**src/hdl/sbs_pkg.sv**
```systemverilog
// Shared types and constants of the solenoid burst sequencer.
package sbs_pkg;

	localparam int unsigned LEVEL_W    = 8;
	localparam int unsigned TIME_W     = 32;
	localparam int unsigned LEN_W      = 16;
	localparam int unsigned OP_W       = 2;
	localparam int unsigned MODE_W     = 2;
	localparam int unsigned PHASE_W    = 3;
	localparam int unsigned CFG_IDX_W  = 3;
	localparam int unsigned CFG_DATA_W = 16;
	localparam int unsigned DRV_SEL_W  = 3;
	localparam int unsigned DIV_MS     = 1000;

	localparam logic [LEVEL_W-1:0] FULL_DRIVE = 8'd255;

	localparam logic [OP_W-1:0] OP_TICK  = 2'd0;
	localparam logic [OP_W-1:0] OP_START = 2'd1;
	localparam logic [OP_W-1:0] OP_END   = 2'd2;
	localparam logic [OP_W-1:0] OP_NEXT  = 2'd3;

	localparam logic [MODE_W-1:0] MODE_SINGLE = 2'd0;
	localparam logic [MODE_W-1:0] MODE_REPEAT = 2'd1;
	localparam logic [MODE_W-1:0] MODE_FLAME  = 2'd2;

	localparam logic [PHASE_W-1:0] PH_IDLE  = 3'd0;
	localparam logic [PHASE_W-1:0] PH_START = 3'd1;
	localparam logic [PHASE_W-1:0] PH_OPEN  = 3'd2;
	localparam logic [PHASE_W-1:0] PH_RAMP  = 3'd3;
	localparam logic [PHASE_W-1:0] PH_REST  = 3'd4;

	localparam logic [CFG_IDX_W-1:0] CFG_MIN_LEVEL  = 3'd0;
	localparam logic [CFG_IDX_W-1:0] CFG_OPEN_MS    = 3'd1;
	localparam logic [CFG_IDX_W-1:0] CFG_RAMP_RATE  = 3'd2;
	localparam logic [CFG_IDX_W-1:0] CFG_BURST_MS   = 3'd3;
	localparam logic [CFG_IDX_W-1:0] CFG_REST_MS    = 3'd4;

	localparam logic [LEVEL_W-1:0] RST_MIN_LEVEL = 8'd80;
	localparam logic [LEN_W-1:0]   RST_OPEN_MS   = 16'd25;
	localparam logic [LEVEL_W-1:0] RST_RAMP_RATE = 8'd50;
	localparam logic [LEN_W-1:0]   RST_BURST_MS  = 16'd500;
	localparam logic [LEN_W-1:0]   RST_REST_MS   = 16'd1000;

	localparam logic [DRV_SEL_W-1:0] DRV_HOLD = 3'd0;
	localparam logic [DRV_SEL_W-1:0] DRV_ZERO = 3'd1;
	localparam logic [DRV_SEL_W-1:0] DRV_FULL = 3'd2;
	localparam logic [DRV_SEL_W-1:0] DRV_MIN  = 3'd3;
	localparam logic [DRV_SEL_W-1:0] DRV_RAMP = 3'd4;

	typedef struct packed {
		logic [DRV_SEL_W-1:0] sel;
		logic [LEVEL_W-1:0]   min_level;
		logic [LEVEL_W-1:0]   limit;
	} level_ctl_t;

endpackage

```
**src/hdl/sbs_if.sv**
```systemverilog
// Channel interfaces of the solenoid burst sequencer.
interface sbs_in_if;
	logic        valid;
	logic        ready;
	logic [1:0]  op;
	logic [31:0] now_ms;
	logic [7:0]  pwm_limit;

	modport source (output valid, output op, output now_ms, output pwm_limit, input ready);
	modport sink (input valid, input op, input now_ms, input pwm_limit, output ready);
endinterface

interface sbs_out_if;
	logic       valid;
	logic       ready;
	logic [7:0] pwm_level;
	logic       active;
	logic [1:0] flame_mode;
	logic       ignite_pulse;

	modport source (output valid, output pwm_level, output active, output flame_mode,
		output ignite_pulse, input ready);
	modport sink (input valid, input pwm_level, input active, input flame_mode,
		input ignite_pulse, output ready);
endinterface

```
**src/hdl/sbs_ramp_level.sv**
```systemverilog
// Ramp level divide, limit cap and drive level register.
module sbs_ramp_level import sbs_pkg::*; #(
	parameter int unsigned RAMP_CLIP_MS = 10000,
	localparam int unsigned ELAPSED_W = $clog2(RAMP_CLIP_MS + 1),
	localparam int unsigned PROD_W = ELAPSED_W + LEVEL_W
) (
	input  logic               clk,
	input  logic               arst_n,
	input  logic               adv,
	input  level_ctl_t         ctl,
	input  logic [PROD_W-1:0]  prod,
	output logic [LEVEL_W-1:0] level
);

	localparam int unsigned DIV_SH   = $clog2(DIV_MS);
	localparam int unsigned RECIP_SH = PROD_W + DIV_SH;
	localparam int unsigned RECIP_W  = RECIP_SH - DIV_SH + 1;
	localparam int unsigned FULL_W   = PROD_W + RECIP_W;
	localparam int unsigned QUOT_W   = $clog2(RAMP_CLIP_MS * ((2 ** LEVEL_W) - 1) / DIV_MS + 1);
	localparam int unsigned SUM_W    = QUOT_W + 1;
	localparam logic [63:0] RECIP_WIDE =
		((64'd1 << RECIP_SH) + 64'(DIV_MS) - 64'd1) / 64'(DIV_MS);
	localparam logic [RECIP_W-1:0] RECIP = RECIP_W'(RECIP_WIDE);

	logic [LEVEL_W-1:0] drive_q;
	logic [FULL_W-1:0]  full;
	logic [QUOT_W-1:0]  quot;
	logic [SUM_W-1:0]   sum;
	logic [LEVEL_W-1:0] capped;

	assign full   = FULL_W'(prod) * FULL_W'(RECIP);
	assign quot   = full[RECIP_SH +: QUOT_W];
	assign sum    = SUM_W'(ctl.min_level) + SUM_W'(quot);
	assign capped = (sum > SUM_W'(ctl.limit)) ? ctl.limit : sum[LEVEL_W-1:0];

	always_comb begin
		case (ctl.sel)
			DRV_HOLD: level = drive_q;
			DRV_ZERO: level = '0;
			DRV_FULL: level = FULL_DRIVE;
			DRV_MIN:  level = ctl.min_level;
			DRV_RAMP: level = capped;
			default:  level = drive_q;
		endcase
	end

	always_ff @(posedge clk or negedge arst_n) begin
		if (!arst_n) begin
			drive_q <= '0;
		end else if (adv) begin
			drive_q <= level;
		end
	end

endmodule

```
**src/hdl/solenoid_burst_sequencer.sv**
```systemverilog
// Solenoid burst sequencer top level.
// Takes one command or tick per cycle while the output is not stalled and returns one
// result per item. The first stage holds the item and updates phase, mark time and mode
// as it passes the item on, which sets the rate of one item per clock; the second stage
// holds the elapsed-time product and resolves the drive level by a reciprocal multiply;
// the third is the result register. Input ready drops only when all three stages are
// full and the result is not taken. Configuration writes take effect at once and belong
// only to times when no item is in flight.
module solenoid_burst_sequencer import sbs_pkg::*; #(
	parameter int unsigned RAMP_CLIP_MS = 10000
) (
	input  logic                  clk,
	input  logic                  arst_n,
	sbs_in_if.sink                in_ch,
	sbs_out_if.source             out_ch,
	input  logic                  cfg_wr_en,
	input  logic [CFG_IDX_W-1:0]  cfg_index,
	input  logic [CFG_DATA_W-1:0] cfg_data
);

	localparam int unsigned ELAPSED_W = $clog2(RAMP_CLIP_MS + 1);
	localparam int unsigned PROD_W    = ELAPSED_W + LEVEL_W;

	logic [LEVEL_W-1:0] min_level_q;
	logic [LEN_W-1:0]   open_ms_q;
	logic [LEVEL_W-1:0] ramp_rate_q;
	logic [LEN_W-1:0]   burst_ms_q;
	logic [LEN_W-1:0]   rest_ms_q;

	logic [PHASE_W-1:0] phase_q;
	logic [TIME_W-1:0]  mark_q;
	logic [MODE_W-1:0]  mode_q;

	logic               v_s1;
	logic [OP_W-1:0]    op_s1;
	logic [TIME_W-1:0]  now_s1;
	logic [LEVEL_W-1:0] limit_s1;

	logic               v_s2;
	level_ctl_t         ctl_s2;
	logic [PROD_W-1:0]  prod_s2;
	logic               active_s2;
	logic [MODE_W-1:0]  mode_s2;
	logic               ignite_s2;

	logic               out_v_q;
	logic [LEVEL_W-1:0] out_level_q;
	logic               out_active_q;
	logic [MODE_W-1:0]  out_mode_q;
	logic               out_ignite_q;

	logic adv_out, adv_s2, adv_s1, take_s1, take_s2;

	logic [TIME_W-1:0]    elapsed;
	logic [ELAPSED_W-1:0] elapsed_clip;
	logic [PROD_W-1:0]    prod;
	logic [PHASE_W-1:0]   phase_nx;
	logic [TIME_W-1:0]    mark_nx;
	logic [MODE_W-1:0]    mode_nx;
	logic [DRV_SEL_W-1:0] sel_nx;
	logic                 ignite_nx;
	logic [LEVEL_W-1:0]   level_nx;

	assign adv_out = !out_v_q || out_ch.ready;
	assign adv_s2  = !v_s2 || adv_out;
	assign adv_s1  = !v_s1 || adv_s2;
	assign take_s1 = v_s1 && adv_s2;
	assign take_s2 = v_s2 && adv_out;
	assign in_ch.ready = adv_s1;

	always_ff @(posedge clk or negedge arst_n) begin
		if (!arst_n) begin
			min_level_q <= RST_MIN_LEVEL;
			open_ms_q   <= RST_OPEN_MS;
			ramp_rate_q <= RST_RAMP_RATE;
			burst_ms_q  <= RST_BURST_MS;
			rest_ms_q   <= RST_REST_MS;
		end else if (cfg_wr_en) begin
			case (cfg_index)
				CFG_MIN_LEVEL: min_level_q <= cfg_data[LEVEL_W-1:0];
				CFG_OPEN_MS:   open_ms_q   <= cfg_data[LEN_W-1:0];
				CFG_RAMP_RATE: ramp_rate_q <= cfg_data[LEVEL_W-1:0];
				CFG_BURST_MS:  burst_ms_q  <= cfg_data[LEN_W-1:0];
				CFG_REST_MS:   rest_ms_q   <= cfg_data[LEN_W-1:0];
				default: ;
			endcase
		end
	end

	assign elapsed      = now_s1 - mark_q;
	assign elapsed_clip = (elapsed > TIME_W'(RAMP_CLIP_MS)) ? ELAPSED_W'(RAMP_CLIP_MS)
		: elapsed[ELAPSED_W-1:0];
	assign prod         = PROD_W'(elapsed_clip) * PROD_W'(ramp_rate_q);

	always_comb begin
		phase_nx  = phase_q;
		mark_nx   = mark_q;
		mode_nx   = mode_q;
		sel_nx    = DRV_HOLD;
		ignite_nx = 1'b0;
		case (op_s1)
			OP_TICK: begin
				case (phase_q)
					PH_IDLE: ;
					PH_START: begin
						sel_nx   = DRV_FULL;
						phase_nx = PH_OPEN;
					end
					PH_OPEN: begin
						if (elapsed > TIME_W'(open_ms_q)) begin
							sel_nx   = DRV_MIN;
							phase_nx = PH_RAMP;
						end
					end
					PH_RAMP: begin
						sel_nx = DRV_RAMP;
						if (mode_q != MODE_FLAME && elapsed > TIME_W'(burst_ms_q)) begin
							sel_nx = DRV_ZERO;
							if (mode_q == MODE_SINGLE) begin
								phase_nx = PH_IDLE;
							end else if (mode_q == MODE_REPEAT) begin
								phase_nx = PH_REST;
								mark_nx  = now_s1;
							end
						end
					end
					PH_REST: begin
						if (elapsed > TIME_W'(rest_ms_q)) begin
							phase_nx  = PH_START;
							mark_nx   = now_s1;
							ignite_nx = 1'b1;
						end
					end
					default: phase_nx = PH_IDLE;
				endcase
			end
			OP_START: begin
				phase_nx = PH_START;
				mark_nx  = now_s1;
			end
			OP_END: begin
				sel_nx   = DRV_ZERO;
				phase_nx = PH_IDLE;
			end
			OP_NEXT: begin
				case (mode_q)
					MODE_SINGLE: mode_nx = MODE_REPEAT;
					MODE_REPEAT: mode_nx = MODE_FLAME;
					default:     mode_nx = MODE_SINGLE;
				endcase
			end
			default: ;
		endcase
	end

	always_ff @(posedge clk or negedge arst_n) begin
		if (!arst_n) begin
			phase_q <= PH_IDLE;
			mark_q  <= '0;
			mode_q  <= MODE_SINGLE;
		end else if (take_s1) begin
			phase_q <= phase_nx;
			mark_q  <= mark_nx;
			mode_q  <= mode_nx;
		end
	end

	always_ff @(posedge clk or negedge arst_n) begin
		if (!arst_n) begin
			v_s1    <= 1'b0;
			v_s2    <= 1'b0;
			out_v_q <= 1'b0;
		end else begin
			if (adv_s1) begin
				v_s1 <= in_ch.valid;
			end
			if (adv_s2) begin
				v_s2 <= v_s1;
			end
			if (adv_out) begin
				out_v_q <= v_s2;
			end
		end
	end

	always_ff @(posedge clk) begin
		if (in_ch.valid && adv_s1) begin
			op_s1    <= in_ch.op;
			now_s1   <= in_ch.now_ms;
			limit_s1 <= in_ch.pwm_limit;
		end
		if (take_s1) begin
			ctl_s2.sel       <= sel_nx;
			ctl_s2.min_level <= min_level_q;
			ctl_s2.limit     <= limit_s1;
			prod_s2          <= prod;
			active_s2        <= (phase_nx != PH_IDLE);
			mode_s2          <= mode_nx;
			ignite_s2        <= ignite_nx;
		end
		if (take_s2) begin
			out_level_q  <= level_nx;
			out_active_q <= active_s2;
			out_mode_q   <= mode_s2;
			out_ignite_q <= ignite_s2;
		end
	end

	sbs_ramp_level #(
		.RAMP_CLIP_MS(RAMP_CLIP_MS)
	) u_level (
		.clk   (clk),
		.arst_n(arst_n),
		.adv   (take_s2),
		.ctl   (ctl_s2),
		.prod  (prod_s2),
		.level (level_nx)
	);

	assign out_ch.valid        = out_v_q;
	assign out_ch.pwm_level    = out_level_q;
	assign out_ch.active       = out_active_q;
	assign out_ch.flame_mode   = out_mode_q;
	assign out_ch.ignite_pulse = out_ignite_q;

endmodule

```
**src/flat_wrapper.sv**
```systemverilog
// flat-port wrapper written by rule: the top's interface ports become plain ports
module solenoid_burst_sequencer_flat import sbs_pkg::*;
#(
	parameter int unsigned RAMP_CLIP_MS = 10000
)
  (clk, arst_n, cfg_wr_en, cfg_index, cfg_data, in_ch_valid, in_ch_op, in_ch_now_ms, in_ch_pwm_limit, in_ch_ready, out_ch_valid, out_ch_pwm_level, out_ch_active, out_ch_flame_mode, out_ch_ignite_pulse, out_ch_ready);
  sbs_in_if in_ch_i ();
  sbs_out_if out_ch_i ();
  input  logic clk;
  input  logic arst_n;
  input  logic cfg_wr_en;
  input  logic [CFG_IDX_W-1:0] cfg_index;
  input  logic [CFG_DATA_W-1:0] cfg_data;
  input wire logic [$bits(in_ch_i.valid)-1:0] in_ch_valid;
  input wire logic [$bits(in_ch_i.op)-1:0] in_ch_op;
  input wire logic [$bits(in_ch_i.now_ms)-1:0] in_ch_now_ms;
  input wire logic [$bits(in_ch_i.pwm_limit)-1:0] in_ch_pwm_limit;
  output wire logic [$bits(in_ch_i.ready)-1:0] in_ch_ready;
  output wire logic [$bits(out_ch_i.valid)-1:0] out_ch_valid;
  output wire logic [$bits(out_ch_i.pwm_level)-1:0] out_ch_pwm_level;
  output wire logic [$bits(out_ch_i.active)-1:0] out_ch_active;
  output wire logic [$bits(out_ch_i.flame_mode)-1:0] out_ch_flame_mode;
  output wire logic [$bits(out_ch_i.ignite_pulse)-1:0] out_ch_ignite_pulse;
  input wire logic [$bits(out_ch_i.ready)-1:0] out_ch_ready;
  assign in_ch_i.valid = in_ch_valid;
  assign in_ch_i.op = in_ch_op;
  assign in_ch_i.now_ms = in_ch_now_ms;
  assign in_ch_i.pwm_limit = in_ch_pwm_limit;
  assign in_ch_ready = in_ch_i.ready;
  assign out_ch_valid = out_ch_i.valid;
  assign out_ch_pwm_level = out_ch_i.pwm_level;
  assign out_ch_active = out_ch_i.active;
  assign out_ch_flame_mode = out_ch_i.flame_mode;
  assign out_ch_ignite_pulse = out_ch_i.ignite_pulse;
  assign out_ch_i.ready = out_ch_ready;
  solenoid_burst_sequencer #(.RAMP_CLIP_MS(RAMP_CLIP_MS)) u_core (.clk(clk), .arst_n(arst_n), .in_ch(in_ch_i), .out_ch(out_ch_i), .cfg_wr_en(cfg_wr_en), .cfg_index(cfg_index), .cfg_data(cfg_data));
endmodule
```
**config.mk**
```make
export PLATFORM = sky130hd
export DESIGN_NAME = solenoid_burst_sequencer_flat
export DESIGN_NICKNAME = d
export VERILOG_FILES = /design/src/hdl/sbs_pkg.sv /design/src/hdl/sbs_if.sv /design/src/hdl/sbs_ramp_level.sv /design/src/hdl/solenoid_burst_sequencer.sv /design/src/flat_wrapper.sv
export SDC_FILE = /design/constraint.sdc
export NUM_CORES = 1
export LEC_CHECK = 0
export BUFFER_PORTS_ARGS = -buffer_cell sky130_fd_sc_hd__buf_2
export CAP_MARGIN = 0
export CORE_MARGIN = 4
export CORE_UTILIZATION = 49
export CTS_CLUSTER_DIAMETER = 150
export DETAILED_ROUTE_END_ITERATION = 16
export GPL_ROUTABILITY_DRIVEN = 0
export PLACE_DENSITY_LB_ADDON = 0.08
export SLEW_MARGIN = 5
export SYNTH_ARGS = -nofsm -noshare
export SYNTH_HDL_FRONTEND = slang
export SYNTH_SLANG_ARGS = --single-unit
```
**constraint.sdc**
```tcl
create_clock -name clk -period 11.1 [get_ports clk]
set_input_delay 2.775 -clock clk [delete_from_list [all_inputs] [get_ports clk]]
set_output_delay 2.775 -clock clk [all_outputs]
set_load 0.005 [all_outputs]
```
==> results of run 1 <==
[path summary, 6_finish.rpt]
path | from | end | slack (ps) | depth (start not counted)
worst max register to register | u_core.now_s1[0] | u_core.prod_s2[21] | 1700 | 31
worst min-delay path | u_core.active_s2 | u_core.out_ch.active | 420 | 0
worst min register to register | u_core.active_s2 | u_core.out_ch.active | 420 | 0
worst max-delay path | u_core.now_s1[0] | u_core.prod_s2[21] | 1700 | 31
max in group asynchronous | arst_n | u_core.rest_ms_q[2] | 7540 | 2
min in group asynchronous | arst_n | u_core.mark_q[22] | 2250 | 1
[metal layers]
| layer | global-route usage | wire (um) | part of all wire |
|---|---|---|---|
| met3 | 0.0238 | 1540 | 0.034 |
| met2 | 0.353 | 21500 | 0.47 |
| met4 | 0.0520 | 1220 | 0.026 |
| met1 | 0.295 | 21700 | 0.47 |
| met5 | 0 | 0 | 0 |
[area by class of cell]
type                            instances  share of cell area
Multi-Input combinational cell       1398               0.584
Sequential cell                       211               0.259
Inverter                              428              0.0717
Clock buffer                           35              0.0310
Tap cell                              532              0.0297
Timing Repair Buffer                   88              0.0208
Clock inverter                          9             0.00425
[cells by family after synthesis]
logic type | count (synthesis) | synth area share
adders and majority gates | 489 | 0.359
buffers and inverters | 459 | 0.0844
and+or+nand+nor | 439 | 0.102
AOI/OAI and AO/OA | 338 | 0.107
DFF | 211 | 0.282
muxes | 83 | 0.0445
xor gates and xnor gates | 49 | 0.0208
[through the flow]
step | worst slack (ps) | instance area, um2 | hold WS, ps
3_3_place_gp | 1870 | 21600 | 403
3_5_place_dp | 1690 | 21600 | 406
2_1_floorplan | 2770 | 20600 | 400
6_report | 1700 | 22400 | 418
4_1_cts | 1660 | 22400 | 421
5_1_grt | 1040 | 22400 | 431
[registers in the layout, indices dropped and copies added, names as in the netlist, 3 cells and up]
| signal | flops |
|---|---|
| u_core.mark_q | 32 |
| u_core.burst_ms_q | 16 |
| u_core.prod_s2 | 22 |
| u_core.min_level_q | 8 |
| u_core.rest_ms_q | 16 |
| u_core.now_s1 | 32 |
| u_core.ramp_rate_q | 8 |
| u_core.open_ms_q | 16 |
| u_core.ctl_s2 | 19 |
| u_core.out_ch.pwm_level | 8 |
| u_core.u_level.drive_q | 8 |
| u_core.phase_q | 3 |
| u_core.limit_s1 | 8 |
[placed cells by master (no fill, tap or decap), types with 9 or more instances in the layout]
cell type | netlist | final
inv_1 | 428 | 427
ha_1 | 318 | 318
fa_1 | 171 | 171
nand2_1 | 130 | 130
nor2_1 | 116 | 115
a21oi_1 | 99 | 99
edfxtp_1 | 99 | 99
dfrtp_1 | 92 | 92
o21ai_0 | 83 | 83
buf_2 | 1 | 78
mux2_2 | 69 | 69
nand3_1 | 35 | 35
nor2b_1 | 31 | 31
a21o_1 | 31 | 31
xnor2_1 | 27 | 27
and2_1 | 27 | 26
clkbuf_16 | 0 | 26
o21a_1 | 24 | 24
nand2b_1 | 23 | 23
xor2_1 | 22 | 22
dfstp_2 | 20 | 20
nor3_1 | 19 | 18
nand4_1 | 16 | 16
mux2i_1 | 14 | 14
a221oi_1 | 12 | 12
o211ai_1 | 10 | 10
buf_4 | 4 | 10
o21bai_1 | 9 | 9
a21boi_0 | 9 | 9
a211oi_1 | 9 | 9
==> results.ini, run 1 <==
[yosys]
ys_ff_latch = 211
yosysMostFrequentCell = inv_1
synthesis.nets = 2623
synth_common_cells = inv_1 (428), ha_1 (318), fa_1 (171)
async_flop_share = 0.531
synth_ff_type = edfxtp_1
syn-cell-area_um2 = 20600
syn_area_per_cell_um2 = 9.96
synth.area.top_cells = ha_1 (19%), fa_1 (17%), edfxtp_1 (14%), dfrtp_1 (11%), inv_1 (7.8%)
yosysUniqueCellTypes = 74
synth_top_area_cell = ha_1
yosysSeqAreaShare = 0.282
synth_edf_count = 99
synth_top_area_frac = 0.193
synth_warnings = 0
syn_inst = 2068

[critical_path]
path_buf_inv = 4
critPathMaxStageDelay_ps = 600
crit_required_ps = 11360
critical_path.startpoint_type = flop
crit_family = compound AO/OA/AOI/OAI gates
arrival_ps = 9660
path_class = reg2reg
critical-path-slowest-cell = or4_4
critPathMostFrequentCell = fa_1
worstSetupEndpointType = flop
cp_max_fo = 25

[placement]
detailed_place_hpwl_mm = 37.7
io_buffers = 79
dp.cells = 2657

[clock_tree]
htree_num_levels = 1
cts_root_buf = clkbuf_16
cts_sinks = 211
holdBufCountCts = 0
numCtsBuffers = 24
clkTransAtPathRegs_ps = 60
ctsResizeCount = 0
cts_tree = built
post_cts_buffers = 0
clock_latency_ps = 520
clockBufferDepth = 3

[drt]
firstDrtPassIters = 7
routedWlPerCell_um = 17.0
drc_errors = 0
wirelength_mm = 45.9
antenna_left = 0
vias_per_cell = 5.34
first_iter_violations = 759
num_vias = 14400

[floorplanning]
initial_core_util = 0.500
core_um2 = 41200
die-area_um2 = 45400
die_w_um = 213
rows = 74
io_pins = 80
die_h_um = 213

[finish]
seq_area_um2 = 5800
diodes = 0
drive_above_1_share = 0.107
fin_nets = 2706
layoutNonFillerInstCount = 2701
fillCellCount = 3711
multiInputGateArea_um2 = 13100
syn2layout_area_growth_pct = 8.72
final_util = 0.544

[timing]
fmaxAchievable_ghz = 0.106
max-slew-margin-rel = 0.223
setup_viol = 0
worstMarginPinSlew_ps = 1160
finalMaxSlewViolations = 0
rsz0062_at_grt = no
report.final.hold_viol_count = 0
clock_skew_ps = 10.0
finalCriticalPeriod_ps = 9400
finalCritPeriodShare = 0.846
tns_ps = 0

[global_routing]
grt_max_degree = 71
grt_use_total = 0.211
grt_overflow = 0
antenna_found_initial = 0
grt_pass1_wl_mm = 77.2
grt_pass1_vias = 15300

[worst_hold_path]
hold_path_class = reg2reg

[flow_run]
timing.max_cap.violations = 0

[run_status]
status = finished clean

Power of run 1 is not shown: default switching activity piles up to over one toggle a cycle in this logic, so the estimate is an artifact.
==> inputs of run 2 (changes only) <==
Clock period 11.1 ns to 7.55 ns, I/O delays scaled along.
==> results.ini, run 2 (synthesized netlist as in run 1, its figures left out) <==
[timing]
finalMaxSlewViolations = 0
worstMarginPinSlew_ps = 1050
finalCritPeriodShare = 1.07
finalCriticalPeriod_ps = 8090
fmaxAchievable_ghz = 0.124
setup_viol = 26
rsz0062_at_grt = yes
clock_skew_ps = 31.2
tns_ps = -9330
finalWorstSetupSlack_ps = -541
max-slew-margin-rel = 0.280
report.final.hold_viol_count = 0

[clock_tree]
htree_num_levels = 1
cts_tree = built
clockBufferDepth = 3
cts_sinks = 211
clock_latency_ps = 550
holdBufCountCts = 0
cts_root_buf = clkbuf_16
clkTransAtPathRegs_ps = 60
numCtsBuffers = 26

[finish]
layoutNonFillerInstCount = 3034
fin_nets = 3037
largestRegisters = u_core.mark_q: 32 flops, u_core.now_s1: 32 flops, u_core.prod_s2: 22 flops
final_common_cell = inv_1
drive_above_1_share = 0.301
mostFrequentLayoutCells = inv_1 (398), buf_4 (311), ha_1 (279), fa_1 (161), nand2_1 (118)
final_util = 0.636
fillCellCount = 3393
diodes = 0
syn2layout_area_growth_pct = 27.2

[critical_path]
arrival_ps = 8380
critPathMaxStageDelay_ps = 570
critical-path-slowest-cell = or4_4
cp_max_fo = 5
crit_start = u_core.now_s1[0]
path_class = reg2reg
worstSetupEndpointType = flop
crit_required_ps = 7840
r2r_start = u_core.now_s1[0]
critPathMostFrequentCell = fa_1
critical_path.startpoint_type = flop

[floorplanning]
io_pins = 80
die_w_um = 213
initial_core_util = 0.500
core_um2 = 41200
die-area_um2 = 45400
die_h_um = 213
rows = 74

[global_routing]
grt_max_degree = 66
grt_overflow = 0
use_met2 = 0.420
grt_pass1_wl_mm = 85.0
grtUsageMet3 = 0.0279
gr-usage-met1 = 0.293
grt_use_total = 0.232
grt_pass1_vias = 17000
antenna_found_initial = 0
top_usage_layer = met2

[drt]
num_vias = 15800
vias_per_cell = 5.21
antenna_left = 0
first_iter_violations = 739
firstDrtPassIters = 7
wirelength_mm = 51.6
drc_errors = 0
routedWlPerCell_um = 17.0

[worst_hold_path]
hold_start = u_core.active_s2
hold_path_class = reg2reg

[run_status]
status = finished with violations
failed_checks = setup timing

[placement]
dp.cells = 2947
detailed_place_hpwl_mm = 41.7
io_buffers = 79

[flow_run]
timing.max_cap.violations = 0

==> run 2: changes by cell type in the layout (fill, tap and decap cells not counted), moves of 24 or more <==
cell | previous run | this run
a21oi_2 | 0 | 24
ha_4 | 0 | 33
ha_1 | 318 | 279
buf_6 | 0 | 26
inv_2 | 1 | 29
a21oi_1 | 99 | 71
buf_4 | 10 | 311
inv_1 | 427 | 398
==> run 2: critical path, delay by kind of cell (launching register included) <==
family | cells | cell delay [ps]
adder cells (fa/ha/maj) | 7 | 2790
AO/OA/AOI/OAI | 14 | 2480
AND/OR/NAND/NOR | 4 | 1320
buffers and inverters | 6 | 570
flip-flops | 1 | 400
multiplexers | 1 | 200
XOR/XNOR | 1 | 110
==> run 2: routing by layer <==
layer,share of wire,wire (um)
met5,0,0
met4,0.030,1530
met2,0.51,26600
met1,0.42,21900
met3,0.031,1610
==> run 2: path summary, 6_finish.rpt <==
check	cells past startpoint	slack [ps]	to
worst min-delay path	0	420	u_core.out_ch.active
worst max-delay path	33	-540	u_core.prod_s2[21]
min in group asynchronous	1	1470	u_core.open_ms_q[13]
worst min register to register	0	420	u_core.out_ch.active
worst max register to register	33	-540	u_core.prod_s2[21]
max in group asynchronous	2	4880	u_core.ramp_rate_q[3]
==> run 2: area by class of cell <==
cell class | count | area [um2] | area share
inverter | 428 | 1610 | 0.0613
tap | 532 | 666 | 0.0254
multi-input combinational | 1398 | 14100 | 0.539
sequential | 211 | 5800 | 0.221
timing repair buffer | 417 | 3050 | 0.116
clock inverter | 10 | 104 | 0.00396
clock buffer | 38 | 852 | 0.0325
==> run 2: timing repair <==
item                       in CTS  in global routing
resized for setup             139                 81
pin swaps                     105                 74
setup endpoints to repair      29                 29
setup buffers                  33                 13
==> run 2: metrics by stage <==
stage               hold WS [ps]  cell area [um2]  setup slack [ps]
detailed placement           408            23900             -1090
global placement             403            23900             -1060
finish                       421            26200              -541
floorplan                    400            20800              -457
global route                 439            26200              -879
CTS                          425            25800              -563
Power of run 2 is left out for the same reason.
==> inputs of run 3 (changes only) <==
Settings changed: BUFFER_PORTS_ARGS -buffer_cell sky130_fd_sc_hd__buf_2 to unset, CORE_MARGIN 4 to 2, CORE_UTILIZATION 49 to 60, DONT_BUFFER_PORTS set to 1.
==> results.ini, run 3 (synthesized netlist as in run 1, its figures left out) <==
[drt]
drc_errors = 0
firstDrtPassIters = 5
routedWlPerCell_um = 17.5
vias_per_cell = 5.52
wirelength_mm = 49.9
antenna_left = 0
first_iter_violations = 839
num_vias = 15800

[timing]
fmaxAchievable_ghz = 0.119
max-slew-margin-rel = 0.232
setup_viol = 28
finalWorstSetupSlack_ps = -841
rsz0062_at_grt = yes
worstMarginPinSlew_ps = 1150
finalCriticalPeriod_ps = 8390
finalMaxSlewViolations = 0
finalCritPeriodShare = 1.11
clock_skew_ps = 20.5
hold-worst-slack_ps = 419
report.final.hold_viol_count = 0

[floorplanning]
rows = 67
initial_core_util = 0.611
die-area_um2 = 35800
core_um2 = 33700
die_h_um = 189
die_w_um = 189
io_pins = 80

[run_status]
status = finished with violations
failed_checks = setup timing

[clock_tree]
clockBufferDepth = 3
holdBufCountCts = 0
clkTransAtPathRegs_ps = 60
cts_sinks = 211
cts_tree = built
htree_num_levels = 1
cts_root_buf = clkbuf_16
clock_latency_ps = 540
numCtsBuffers = 24

[worst_hold_path]
hold_path_class = reg2reg

[critical_path]
crit_required_ps = 7830
path_class = reg2reg
arrival_ps = 8670
worstSetupEndpointType = flop
critPathMaxStageDelay_ps = 570
critical-path-slowest-cell = or4_4
critical_path.startpoint_type = flop
cp_max_fo = 4
critPathMostFrequentCell = fa_1

[placement]
detailed_place_hpwl_mm = 39.5
io_buffers = 0

[global_routing]
grt_max_degree = 113
grt_overflow = 0
grtUsageMet3 = 0.0389
grt_pass1_wl_mm = 81.4
use_met2 = 0.516
grt_use_total = 0.285
antenna_found_initial = 0
gr-usage-met1 = 0.342
grt_pass1_vias = 16700
top_usage_layer = met2

[finish]
final_common_cell = inv_1
mostFrequentLayoutCells = inv_1 (409), buf_4 (311), ha_1 (285), fa_1 (161), nand2_1 (119)
syn2layout_area_growth_pct = 23.2
diodes = 0
largestRegisters = u_core.mark_q: 32 flops, u_core.now_s1: 32 flops, u_core.prod_s2: 22 flops
final_util = 0.753
drive_above_1_share = 0.268
fin_nets = 2947

[flow_run]
timing.max_cap.violations = 0

## run 3: through the flow
stage / std cells / cell area, um2 / setup WS, ps / TNS (ps)
6_report: 2858 / 25400 / -841 / -13320
5_1_grt: 2858 / 25400 / -1200 / -22640
4_1_cts: 2849 / 24900 / -795 / -11560
3_5_place_dp: 2774 / 23400 / -1110 / -20590
3_3_place_gp: 2774 / 23400 / -1020 / -15170
2_1_floorplan: 2068 / 20800 / -457 / -1560
## run 3: critical path: cells and delay by family (launching register included)
family,cells,cell delay [ps]
buf+inv,6,560
fa+ha+maj,7,2790
flops,1,380
xor+xnor,1,130
compound gates,13,2690
simple gates,5,1370
mux,1,190
## run 3: path summary, 6_finish.rpt
path                                    start                    end  slack (ps)  cells after the start
setup / recovery             u_core.now_s1[0]     u_core.prod_s2[19]        -840                     33
hold / removal             u_core.limit_s1[4]       u_core.ctl_s2[4]         420                      0
setup reg to reg             u_core.now_s1[0]     u_core.prod_s2[19]        -840                     33
hold reg to reg            u_core.limit_s1[4]       u_core.ctl_s2[4]         420                      0
max in group asynchronous              arst_n  u_core.ramp_rate_q[4]        6260                      0
min in group asynchronous              arst_n  u_core.burst_ms_q[15]        1040                      0
## run 3: what timing repair did
item                       4_1_cts  5_1_grt
setup endpoints to repair       29       31
pin swaps                       88       77
gates resized for setup        112       84
setup buffers                   34       14
gates cloned                     0        0
## run 3: area by class of cell
class | instances | area (um2)
inverter | 428 | 1610
fill | 2371 | 8320
clock inverter | 15 | 146
timing repair buffer | 329 | 2540
tap | 448 | 561
sequential | 211 | 5800
clock buffer | 29 | 661
multi-input combinational | 1398 | 14100
## run 3: routing by layer
metal	routed length, um	vias up
met4	2170	0
met1	20000	7712
met2	25700	372
met5	0	-
met3	2080	137
li1	-	7564
Power of run 3 is left out for the same reason.
